--- src/sv/ple_pkg.sv ---
`timescale 1ns / 1ps

package ple_pkg;

   // largest list depth the cell command can address
   localparam int CAPACITY_DEFAULT = 16;
   localparam int CAPACITY_MAX     = 64;
   localparam int CMD_IDX_W        = $clog2(CAPACITY_MAX + 1);

   // operation codes; codes six and seven do nothing
   typedef enum logic [2:0] {
      FUNC_INS_FRONT = 3'd0,
      FUNC_INS_END   = 3'd1,
      FUNC_INS_POS   = 3'd2,
      FUNC_DEL_FRONT = 3'd3,
      FUNC_DEL_END   = 3'd4,
      FUNC_DEL_POS   = 3'd5
   } func_type;

   typedef enum logic [1:0] {
      STATUS_DONE  = 2'd0,
      STATUS_EMPTY = 2'd1,
      STATUS_FULL  = 2'd2
   } status_type;

   typedef enum logic {
      ST_IDLE   = 1'b0,
      ST_GATHER = 1'b1
   } state_type;

   // request beat
   typedef struct packed {
      logic [2:0]         func;
      logic signed [31:0] value;
      logic [7:0]         position;
   } req_type;

   // response beat
   typedef struct packed {
      logic [1:0]         status;
      logic signed [31:0] removed_value;
      logic [4:0]         entry_total;
      logic signed [31:0] first_value;
      logic signed [31:0] last_value;
   } rsp_type;

   // command broadcast along the cell row
   typedef struct packed {
      logic                 ins;
      logic                 del;
      logic [CMD_IDX_W-1:0] idx;
      logic [CMD_IDX_W-1:0] count;
      logic [31:0]          value;
   } cell_cmd_type;

endpackage

--- src/sv/ple_cell.sv ---
`timescale 1ns / 1ps

module ple_cell #(
   parameter int INDEX = 0
) (
   input  logic                  clock,
   input  ple_pkg::cell_cmd_type cmd,
   input  logic [31:0]           left_data,
   input  logic [31:0]           right_data,
   output logic [31:0]           data,
   output logic [31:0]           removed_data,
   output logic [31:0]           last_data
);

   localparam int IW = ple_pkg::CMD_IDX_W;
   localparam logic [IW:0] MY_IDX = (IW + 1)'(INDEX);

   logic [31:0] data_ff;
   logic [31:0] data_in;
   logic [31:0] removed_ff;
   logic [31:0] removed_in;
   logic [IW:0] idx_ext;
   logic [IW:0] cnt_ext;

   assign idx_ext = {1'b0, cmd.idx};
   assign cnt_ext = {1'b0, cmd.count};

   // slot update: load, take from the left on insert, from the right on delete
   always_comb begin
      data_in    = data_ff;
      removed_in = '0;
      if (cmd.ins) begin
         if (MY_IDX == idx_ext) begin
            data_in = cmd.value;
         end else if ((MY_IDX > idx_ext) && (MY_IDX <= cnt_ext)) begin
            data_in = left_data;
         end
      end
      if (cmd.del) begin
         if (MY_IDX == idx_ext) begin
            removed_in = data_ff;
         end
         if ((MY_IDX >= idx_ext) && ((MY_IDX + 1'b1) < cnt_ext)) begin
            data_in = right_data;
         end
      end
   end

   always_ff @(posedge clock) begin
      data_ff    <= data_in;
      removed_ff <= removed_in;
   end

   // this slot is the tail when the count reaches just past it
   assign data         = data_ff;
   assign removed_data = removed_ff;
   assign last_data    = ((MY_IDX + 1'b1) == cnt_ext) ? data_ff : '0;

endmodule

--- src/sv/positional_list_engine_top.sv ---
`timescale 1ns / 1ps

// channel    ports                            direction  beat
// request    start, busy, req_beat            in         start high, busy low
// response   rsp_valid, rsp_beat              out        one cycle per strobe
//
// each operation has an accept cycle and a gather cycle: the accept cycle shifts the cell row in
// parallel, the next cycle gathers removed and tail values from the cells.
// busy is high for that one gather cycle; the response strobe comes the
// cycle after it, while a new request may already be taken.
// synchronous reset empties the list; slot contents are left as they were.
// the receiver cannot stall, so the response is shown for one cycle only.

module positional_list_engine_top #(
   parameter int CAPACITY = ple_pkg::CAPACITY_DEFAULT
) (
   input  logic              clock,
   input  logic              reset,
   input  logic              start,
   output logic              busy,
   input  ple_pkg::req_type  req_beat,
   output logic              rsp_valid,
   output ple_pkg::rsp_type  rsp_beat
);

   localparam int CW = $clog2(CAPACITY + 1);
   localparam int IW = ple_pkg::CMD_IDX_W;

   ple_pkg::state_type    state_ff;
   ple_pkg::state_type    state_in;
   logic [CW-1:0]         count_ff;
   logic [CW-1:0]         count_in;
   ple_pkg::status_type   status_ff;
   ple_pkg::status_type   status_in;
   logic                  rsp_valid_ff;
   logic                  rsp_valid_in;
   ple_pkg::rsp_type      rsp_beat_ff;
   ple_pkg::rsp_type      rsp_beat_in;
   ple_pkg::cell_cmd_type cmd;
   logic                  accept;
   logic                  is_ins;
   logic                  is_del;
   logic                  list_full;
   logic                  list_empty;
   logic [8:0]            pos_lo;
   logic [8:0]            cnt9;
   logic [8:0]            ins_pos;
   logic [8:0]            del_pos;
   logic [8:0]            slot;
   logic [31:0]           total_wide;
   logic [31:0]           removed_or;
   logic [31:0]           last_or;
   logic [31:0]           cell_data    [CAPACITY];
   logic [31:0]           cell_removed [CAPACITY];
   logic [31:0]           cell_last    [CAPACITY];

   assign busy   = (state_ff == ple_pkg::ST_GATHER);
   assign accept = start && !busy;

   assign is_ins = (req_beat.func == ple_pkg::FUNC_INS_FRONT) ||
                   (req_beat.func == ple_pkg::FUNC_INS_END)   ||
                   (req_beat.func == ple_pkg::FUNC_INS_POS);
   assign is_del = (req_beat.func == ple_pkg::FUNC_DEL_FRONT) ||
                   (req_beat.func == ple_pkg::FUNC_DEL_END)   ||
                   (req_beat.func == ple_pkg::FUNC_DEL_POS);

   assign list_full  = (count_ff == CW'(CAPACITY));
   assign list_empty = (count_ff == '0);

   // position clamping, one-based in, zero-based slot out
   assign cnt9    = 9'(count_ff);
   assign pos_lo  = (req_beat.position == 8'd0) ? 9'd1 : {1'b0, req_beat.position};
   assign ins_pos = (pos_lo > (cnt9 + 9'd1)) ? (cnt9 + 9'd1) : pos_lo;
   assign del_pos = (pos_lo > cnt9) ? cnt9 : pos_lo;

   always_comb begin
      case (req_beat.func)
         ple_pkg::FUNC_INS_FRONT: slot = 9'd0;
         ple_pkg::FUNC_INS_END:   slot = cnt9;
         ple_pkg::FUNC_INS_POS:   slot = ins_pos - 9'd1;
         ple_pkg::FUNC_DEL_FRONT: slot = 9'd0;
         ple_pkg::FUNC_DEL_END:   slot = cnt9 - 9'd1;
         ple_pkg::FUNC_DEL_POS:   slot = del_pos - 9'd1;
         default:                 slot = 9'd0;
      endcase
   end

   // command for the cell row
   always_comb begin
      cmd.ins   = accept && is_ins && !list_full;
      cmd.del   = accept && is_del && !list_empty;
      cmd.idx   = slot[IW-1:0];
      cmd.count = IW'(count_ff);
      cmd.value = req_beat.value;
   end

   // count and status of the operation
   always_comb begin
      count_in  = count_ff;
      status_in = status_ff;
      if (cmd.ins) begin
         count_in = count_ff + 1'b1;
      end else if (cmd.del) begin
         count_in = count_ff - 1'b1;
      end
      if (accept) begin
         if (is_ins && list_full) begin
            status_in = ple_pkg::STATUS_FULL;
         end else if (is_del && list_empty) begin
            status_in = ple_pkg::STATUS_EMPTY;
         end else begin
            status_in = ple_pkg::STATUS_DONE;
         end
      end
   end

   // row of list cells
   for (genvar i = 0; i < CAPACITY; i++) begin : g_cell
      logic [31:0] left_data;
      logic [31:0] right_data;
      if (i == 0) begin : g_head
         assign left_data = '0;
      end else begin : g_body
         assign left_data = cell_data[i-1];
      end
      if (i == CAPACITY - 1) begin : g_tail
         assign right_data = '0;
      end else begin : g_next
         assign right_data = cell_data[i+1];
      end
      ple_cell #(
         .INDEX (i)
      ) u_cell (
         .clock        (clock),
         .cmd          (cmd),
         .left_data    (left_data),
         .right_data   (right_data),
         .data         (cell_data[i]),
         .removed_data (cell_removed[i]),
         .last_data    (cell_last[i])
      );
   end

   // gather removed and tail values, at most one cell drives each
   always_comb begin
      removed_or = '0;
      last_or    = '0;
      for (int i = 0; i < CAPACITY; i++) begin
         removed_or = removed_or | cell_removed[i];
         last_or    = last_or | cell_last[i];
      end
   end

   assign total_wide = 32'(count_ff);

   // sequencer: next state and response
   always_comb begin
      state_in     = state_ff;
      rsp_valid_in = 1'b0;
      rsp_beat_in  = rsp_beat_ff;
      case (state_ff)
         ple_pkg::ST_IDLE: begin
            if (start) begin
               state_in = ple_pkg::ST_GATHER;
            end
         end
         ple_pkg::ST_GATHER: begin
            state_in                  = ple_pkg::ST_IDLE;
            rsp_valid_in              = 1'b1;
            rsp_beat_in.status        = status_ff;
            rsp_beat_in.removed_value = removed_or;
            rsp_beat_in.entry_total   = total_wide[4:0];
            rsp_beat_in.first_value   = list_empty ? '0 : cell_data[0];
            rsp_beat_in.last_value    = last_or;
         end
         default: begin
            state_in = ple_pkg::ST_IDLE;
         end
      endcase
   end

   always_ff @(posedge clock) begin
      if (reset) begin
         state_ff     <= ple_pkg::ST_IDLE;
         count_ff     <= '0;
         rsp_valid_ff <= 1'b0;
         status_ff    <= ple_pkg::STATUS_DONE;
      end else begin
         state_ff     <= state_in;
         count_ff     <= count_in;
         rsp_valid_ff <= rsp_valid_in;
         status_ff    <= status_in;
      end
   end

   always_ff @(posedge clock) begin
      rsp_beat_ff <= rsp_beat_in;
   end

   assign rsp_valid = rsp_valid_ff;
   assign rsp_beat  = rsp_beat_ff;

   // checks
   a_count_bound: assert property (@(posedge clock) disable iff (reset)
      count_ff <= CW'(CAPACITY))
      else $error("entry count above capacity");

   a_rsp_after_gather: assert property (@(posedge clock) disable iff (reset)
      rsp_valid |-> $past(state_ff == ple_pkg::ST_GATHER))
      else $error("response without gather cycle");

   a_full_keeps_count: assert property (@(posedge clock) disable iff (reset)
      (accept && is_ins && list_full) |=> (count_ff == $past(count_ff)))
      else $error("insert into full list changed count");

   a_empty_rsp: assert property (@(posedge clock) disable iff (reset)
      (rsp_valid && (rsp_beat.status == ple_pkg::STATUS_EMPTY)) |->
      ((rsp_beat.entry_total == 5'd0) && (rsp_beat.removed_value == '0)))
      else $error("empty status with entries or removed value");

   a_busy_after_accept: assert property (@(posedge clock) disable iff (reset)
      accept |=> busy)
      else $error("no gather cycle after accept");

endmodule
--- config.mk ---
export PLATFORM = sky130hd
export DESIGN_NAME = positional_list_engine_top
export DESIGN_NICKNAME = d
export VERILOG_FILES = /design/src/sv/ple_pkg.sv /design/src/sv/ple_cell.sv /design/src/sv/positional_list_engine_top.sv
export SDC_FILE = /design/constraint.sdc
export NUM_CORES = 2
export LEC_CHECK = 0
export BUFFER_PORTS_ARGS = -buffer_cell sky130_fd_sc_hd__buf_2
export CAP_MARGIN = 20
export CORE_UTILIZATION = 42
export DETAILED_ROUTE_END_ITERATION = 6
export GPL_TIMING_DRIVEN = 0
export HOLD_SLACK_MARGIN = 0.02
export SLEW_MARGIN = 10
export SYNTH_ARGS = -nofsm -noshare
export SYNTH_HDL_FRONTEND = slang
export SYNTH_SLANG_ARGS = --single-unit
--- constraint.sdc ---
create_clock -name clock -period 14.1 [get_ports clock]
set_clock_uncertainty 0.05 [all_clocks]
set_input_delay 2.82 -clock clock [delete_from_list [all_inputs] [get_ports clock]]
set_output_delay 2.82 -clock clock [all_outputs]
set_load 0.01 [all_outputs]
== After elaboration in Yosys (flattened, before gate mapping) ==
Cells that the tools add are included.
Operators by class
  $add $sub $neg: 6
  magnitude comparators: 66
  eq/ne operators: 37
  muxes and demuxes: 107
  bitwise gates (word level): 31
  reductions and logical operators: 67
Operator list (number)
  $mux W32: 96
  $or A32 B32 Y32: 30
  $eq A4 B7 Y1 const A: 8
  $ge A4 B7 Y1 const A: 8
  $gt A4 B7 Y1 const A: 8
  $eq A4 B5 Y1 const A: 8
  $le A4 B5 Y1 const A: 8
  $lt A4 B5 Y1 const A: 8
  $logic_and A1 B1 Y1: 39
  $reduce_and A2 Y1: 16
  $eq A3 B7 Y1 const A: 4
  $ge A3 B7 Y1 const A: 4
  $gt A3 B7 Y1 const A: 4
  $pmux W7 S4: 1
  $eq A3 B5 Y1 const A: 4
  $le A3 B5 Y1 const A: 4
  $lt A3 B5 Y1 const A: 4
  $logic_not A8 Y1: 2
  $eq A2 B7 Y1 const A: 2
  $ge A1 B7 Y1 const A: 2
  $ge A2 B7 Y1 const A: 2
  $gt A1 B7 Y1 const A: 2
  $gt A2 B7 Y1 const A: 2
  $mux W7: 2
  other kinds (31): 46
Word-level totals
  bits in registers: 1136
  bits of input ports: 46
  output and inout port bits: 105
  word-level logic and storage cells: 355

== Depth between registers and ports, before layout ==
  word-level depth: 17
  gate-level depth with buffers: 25
  depth with buffers taken out: 19

== Cells and area by module ==
Synthesis repeated with hierarchy kept, for this count alone.
Unflattened totals
  cells, all modules: 6886
  area, all modules: 61411.4 um2
By module, submodules not included
  positional_list_engine_top: instances 1, cells an instance 639, area an instance 6686.4 um2, seq. area each 3273.1 um2
  ple_cell at g_cell[2].u_cell: instances 1, cells an instance 519, area an instance 4057.6 um2, seq. area each 1281.2 um2
  ple_cell at g_cell[7].u_cell: instances 1, cells an instance 444, area an instance 3799.9 um2, seq. area each 1281.2 um2
  ple_cell at g_cell[1].u_cell: instances 1, cells an instance 444, area an instance 3778.6 um2, seq. area each 1281.2 um2
  ple_cell at g_cell[15].u_cell: instances 1, cells an instance 418, area an instance 3747.3 um2, seq. area each 1281.2 um2
  ple_cell at g_cell[9].u_cell: instances 1, cells an instance 424, area an instance 3672.3 um2, seq. area each 1281.2 um2
  ple_cell at g_cell[8].u_cell: instances 1, cells an instance 452, area an instance 3632.2 um2, seq. area each 1281.2 um2
  ple_cell at g_cell[6].u_cell: instances 1, cells an instance 413, area an instance 3517.1 um2, seq. area each 1281.2 um2
  ple_cell at g_cell[13].u_cell: instances 1, cells an instance 367, area an instance 3513.4 um2, seq. area each 1281.2 um2
  ple_cell at g_cell[5].u_cell: instances 1, cells an instance 369, area an instance 3440.8 um2, seq. area each 1281.2 um2
  ple_cell at g_cell[3].u_cell: instances 1, cells an instance 413, area an instance 3393.3 um2, seq. area each 1281.2 um2
  ple_cell at g_cell[14].u_cell: instances 1, cells an instance 376, area an instance 3236.9 um2, seq. area each 1281.2 um2
  ple_cell at g_cell[12].u_cell: instances 1, cells an instance 336, area an instance 3228.1 um2, seq. area each 1281.2 um2
  ple_cell at g_cell[10].u_cell: instances 1, cells an instance 375, area an instance 3218.1 um2, seq. area each 1281.2 um2
  3 more rows

== Least setup slack after synthesis ==
OpenSTA, ideal clock, no wires.
  path type: input to register
  start: in req_beat[1] in the netlist's numbering
  end: reg g_cell[8].u_cell.data_ff[10]
  setup time: 0.119 ns
  data arrival time: 6.968 ns
  required time: 13.931 ns
  path slack: 6.963 ns
  cell stages on the path: 21
  path buffers: 4
  cell sequence: nor4_1 -> a21oi_1 -> ha_1 -> o221ai_1 -> a21oi_1 -> nor3_1 -> a22o_1 -> ha_1 -> nand2_1 -> a211oi_1 -> a311o_1 -> or3_1 -> buf_2 -> or2_1 -> buf_2 -> or2_1 -> buf_2 -> nand4_1 -> nand3_1 -> buf_2 -> o221a_1
On the way
  word-level cells in the longest chain between the ends: 13
  elaborated cells on any way between the ends: 19
  classes of those cells: 2 x add/sub; 4 x order compare; 1 x eq/ne; 9 x mux; 3 x reduce/logical
Ends and longest elaborated chain
  start: declaration: RTL line positional_list_engine_top.sv:21  | input ple_pkg::req_type req_beat,
  $logic_not A8 Y1: RTL line positional_list_engine_top.sv:72  | assign pos_lo = (req_beat.position == 8'd0) ? 9'd1 : {1'b0, req_beat.position};
  $mux W8 (*): RTL line positional_list_engine_top.sv:72
  $gt A8 B5 Y1 / $gt A8 B6 Y1 (equally long branches): RTL line positional_list_engine_top.sv:74, positional_list_engine_top.sv:73
  $mux W7 (on tied branches): RTL line positional_list_engine_top.sv:74, positional_list_engine_top.sv:73
  $sub A7 B1 Y7 (on tied branches): RTL line positional_list_engine_top.sv:83, positional_list_engine_top.sv:80
  $pmux W7 S4 (*): RTL line positional_list_engine_top.sv:77  | case (req_beat.func)
  $gt A4 B7 Y1: RTL line ple_cell.sv:35  | end else if ((MY_IDX > idx_ext) && (MY_IDX <= cnt_ext)) begin
  $logic_and A1 B1 Y1: RTL line ple_cell.sv:35
  $mux W32: RTL line ple_cell.sv:35
  $mux W32: RTL line ple_cell.sv:33  | if (MY_IDX == idx_ext) begin
  $mux W32: RTL line ple_cell.sv:32  | if (cmd.ins) begin
  $mux W32: RTL line ple_cell.sv:43  | if ((MY_IDX >= idx_ext) && ((MY_IDX + 1'b1) < cnt_ext)) begin
  $mux W32 (*): RTL line ple_cell.sv:39  | if (cmd.del) begin
  net g_cell[8].u_cell.data_in[10]: RTL line ple_cell.sv:19  | logic [31:0] data_in;
  end signal: assignment: RTL line ple_cell.sv:50  | data_ff <= data_in;
  end: declaration: RTL line ple_cell.sv:18  | logic [31:0] data_ff;
Mark *: on every way through the listed nets, which the timed path passes. The rest lies on a longest branch.
A chain may end at the register's enable or synchronous reset.

== Final worst setup path ==
  start: in req_beat[5] in the netlist's numbering
  end: reg g_cell[8].u_cell.data_ff[7]
Same word-level chain as after synthesis.

==> metrics.txt <==
DRT Pass-1 Iters 7; Die ar. 0.116 mm2; clock buffer depth 3; most numerous cell in the Yosys netlist dfxtp_1; Residual DRC 32; Final Instance Count excl. Fillers 7158; switching power total 0.00437 W; Tot GR Track Use 0.451; global-route wire length before repair 366000 um; CTS tree built; Yosys top cell area share 0.428; biggest area consumer among synthesized cells dfxtp_1; hold depth 0; Multi-input gate area 0.0226 mm2; drt wl/cell 37.8 um; final WL 271000 um; CTS H-tree depth 3; Core ar. 0.114 mm2; Main synth FF type dfxtp_1; Commonest cells post-synth 1033 x dfxtp_1, 428 x nand2_1, 394 x clkbuf_1; Worst VDD drop 116 uV; final hold vios 0; Mean Syn Cell Area 9.32 um2; fmax 110 MHz; vias in the first global route 45.1k; worst slew pin tran 1.38 ns; Data arrival, critical path 9.71 ns; die height 341 um; Ys Warns 0; Power Dens Cells 202 mW/mm2; post-route setup slack 5.02 ns; CP Launch Type input port; HP Class register to register; Root Buffer clkbuf_16; min cycle time layout 9.08 ns; clock sinks 1136; pre-CTS setup slack 4.82 ns; asr flop ratio synth 0; R2R cell count 24; failing checks DRC; flops & latches, synth 1136; RSZ-0062 raised after global routing false; Post-DP HPWL 200000 um; Post-synth EDFFs 103; number of hold buffers added after cts 0; Fin Setup TNS 0 ns; Worst setup EP type register; antenna violations before repair 41; Die W 341 um; final setup fails 0; clock latency on the worst-skew pair 0.76 ns; starting DRC count in detailed routing 8281; Vias per Instance 6.92; synth-to-layout area growth 15.9%; CTS resizes 0; Reg2Reg Setup Slack 5.44 ns; flip-flop and latch area 0.0238 mm2; max cap viols 0; register area share after synthesis 0.492; Rows 124; Final Slew Violations 0; Rel. slew slack 0.0824; Placed Cells incl. Taps 6891; GPL Wtd Cong 1.08; Cells after Synth 5185; via count 49.5k; Worst-path clk slew 0.06 ns; Reg power frac 0.499; Tcrit/Tclk final 0.644; TritonCTS Buffers 118; Static Leak 21.4 nW; required time worst endpoint 14.74 ns; Layout fillers 11.1k; layout cells sized above 1 0.124; Logic pwr share 0.201; Critical Path Fanout Max 10; kind of critical path input port to register; pin count of the biggest net entering global routing 53; Pint 0.00696 W; global route overflow 0; I/O Buffers 147; I/O pins 151; Post-DRT Antenna Nets 0; switch share 0.386; main area contributors after synthesis dfxtp_1 43%, edfxtp_1 6.4%, and2_1 5.0%; Post-CTS Setup Bufs 0; Starting Density 0.423; clock power share 0.301; nets 5569; outcome finished, violations left; syn_nets 5248; Mapped Area 0.0483 mm2; synth unique cells 88
==> cell families after synthesis <==
group           count (synthesis)  share of synthesized area
compound gates               1540                      0.243
xor+xnor                        7                    0.00127
fa+ha+maj                      17                    0.00440
buf+inv                       536                     0.0442
flops                        1136                      0.492
mux                            66                     0.0137
simple gates                 1883                      0.202
==> layout make-up <==
type	count	share of cell area
Sequential cell	1136	0.424
Multi-Input combinational cell	3513	0.403
Clock buffer	150	0.0584
Buffer	492	0.0358
Tap cell	1512	0.0338
Timing Repair Buffer	201	0.0246
Clock inverter	76	0.0160
Inverter	44	0.00295
Antenna cell	34	0.00152
==> worst max-delay path: stages <==
cell and delay (ns):
buf_2 0.12, nor3_1 0.29, a21oi_1 0.20, ha_1 0.34, o221ai_1 0.14, a21oi_1 0.52, nor3_1 0.11, a22o_1 0.34
ha_1 0.36, a21oi_1 0.13, a21oi_1 0.10, o22ai_1 0.75, or3_1 0.20, buf_2 0.26, or2_1 0.13, buf_2 0.56
a21oi_1 0.15, nand4b_1 0.73, nand3_1 0.80, buf_2 0.41, o221a_1 0.24
==> layout by cell type, fill, tap and decap left out, types with 26 or more instances in the layout <==
master / count
dfxtp_1: 1032
nand2_1: 428
clkbuf_1: 388
and2_1: 388
nor2_1: 313
buf_2: 218
nand3_1: 177
a22oi_1: 164
a21oi_1: 146
and3_1: 137
o211ai_1: 130
nor4_1: 126
clkbuf_16: 124
o21ai_1: 122
o21ai_0: 111
edfxtp_1: 103
o22ai_1: 97
o221a_2: 97
o22a_1: 96
nand4_1: 74
a211oi_1: 72
nor2b_1: 71
a21o_1: 68
a31oi_1: 68
mux2i_1: 66
a22o_1: 65
o221ai_1: 64
a221oi_1: 64
nor3_1: 46
inv_1: 42
diode_2: 34
nand2b_1: 34
a221o_1: 33
o221a_1: 31
a211oi_2: 31
o311ai_1: 30
clkinv_2: 28
clkbuf_2: 27
nand3b_1: 26
==> routing by layer <==
metal | vias to the layer above | wire [um] | GRT usage
met2 | 4328 | 106000 | 0.613
met4 | 40 | 24600 | 0.344
li1 | 20000 | - | -
met1 | 23900 | 99800 | 0.557
met5 | - | 322 | 0.00531
met3 | 1286 | 39600 | 0.193
==> power by group through the flow <==
stage	Combinational (W)	Sequential (W)	Clock [W]
after floorplan	0.00150	0.00472	0
after global placement	0.00207	0.00556	0
after detailed placement	0.00214	0.00555	0
after CTS	0.00216	0.00548	0.00340
after global routing	0.00240	0.00560	0.00353
final	0.00227	0.00565	0.00341
==> per-stage QoR <==
step / power, W / util / cell area, um2 / hold slack, ns
after floorplan: 0.00622 / - / 48300 / 0.356
after global placement: 0.00763 / 0.446 / 51000 / 0.368
after detailed placement: 0.00769 / 0.453 / 51700 / 0.370
after CTS: 0.0110 / 0.489 / 55900 / 0.386
after global routing: 0.0115 / 0.490 / 56000 / 0.404
final: 0.0113 / 0.491 / 56000 / 0.384
==> state kept, by name, indices dropped and copies added (netlist names) <==
name	cells
rsp_beat	103
rsp_valid	1
g_cell.u_cell.removed_data	512
status_ff	2
g_cell.u_cell.data	512
count_ff	5
busy	1
==> worst paths after layout <==
path	startpoint	to
setup / recovery	req_beat[5]	g_cell[8].u_cell.data[7]$_DFF_P_
hold / removal	status_ff[1]$_SDFFE_PP0P_	rsp_beat[102]$_DFFE_PP_
setup reg to reg	count_ff[0]$_SDFFE_PP0P_	g_cell[8].u_cell.data[7]$_DFF_P_
hold reg to reg	status_ff[1]$_SDFFE_PP0P_	rsp_beat[102]$_DFFE_PP_
Note: power is estimated with default switching activity, not from simulation.
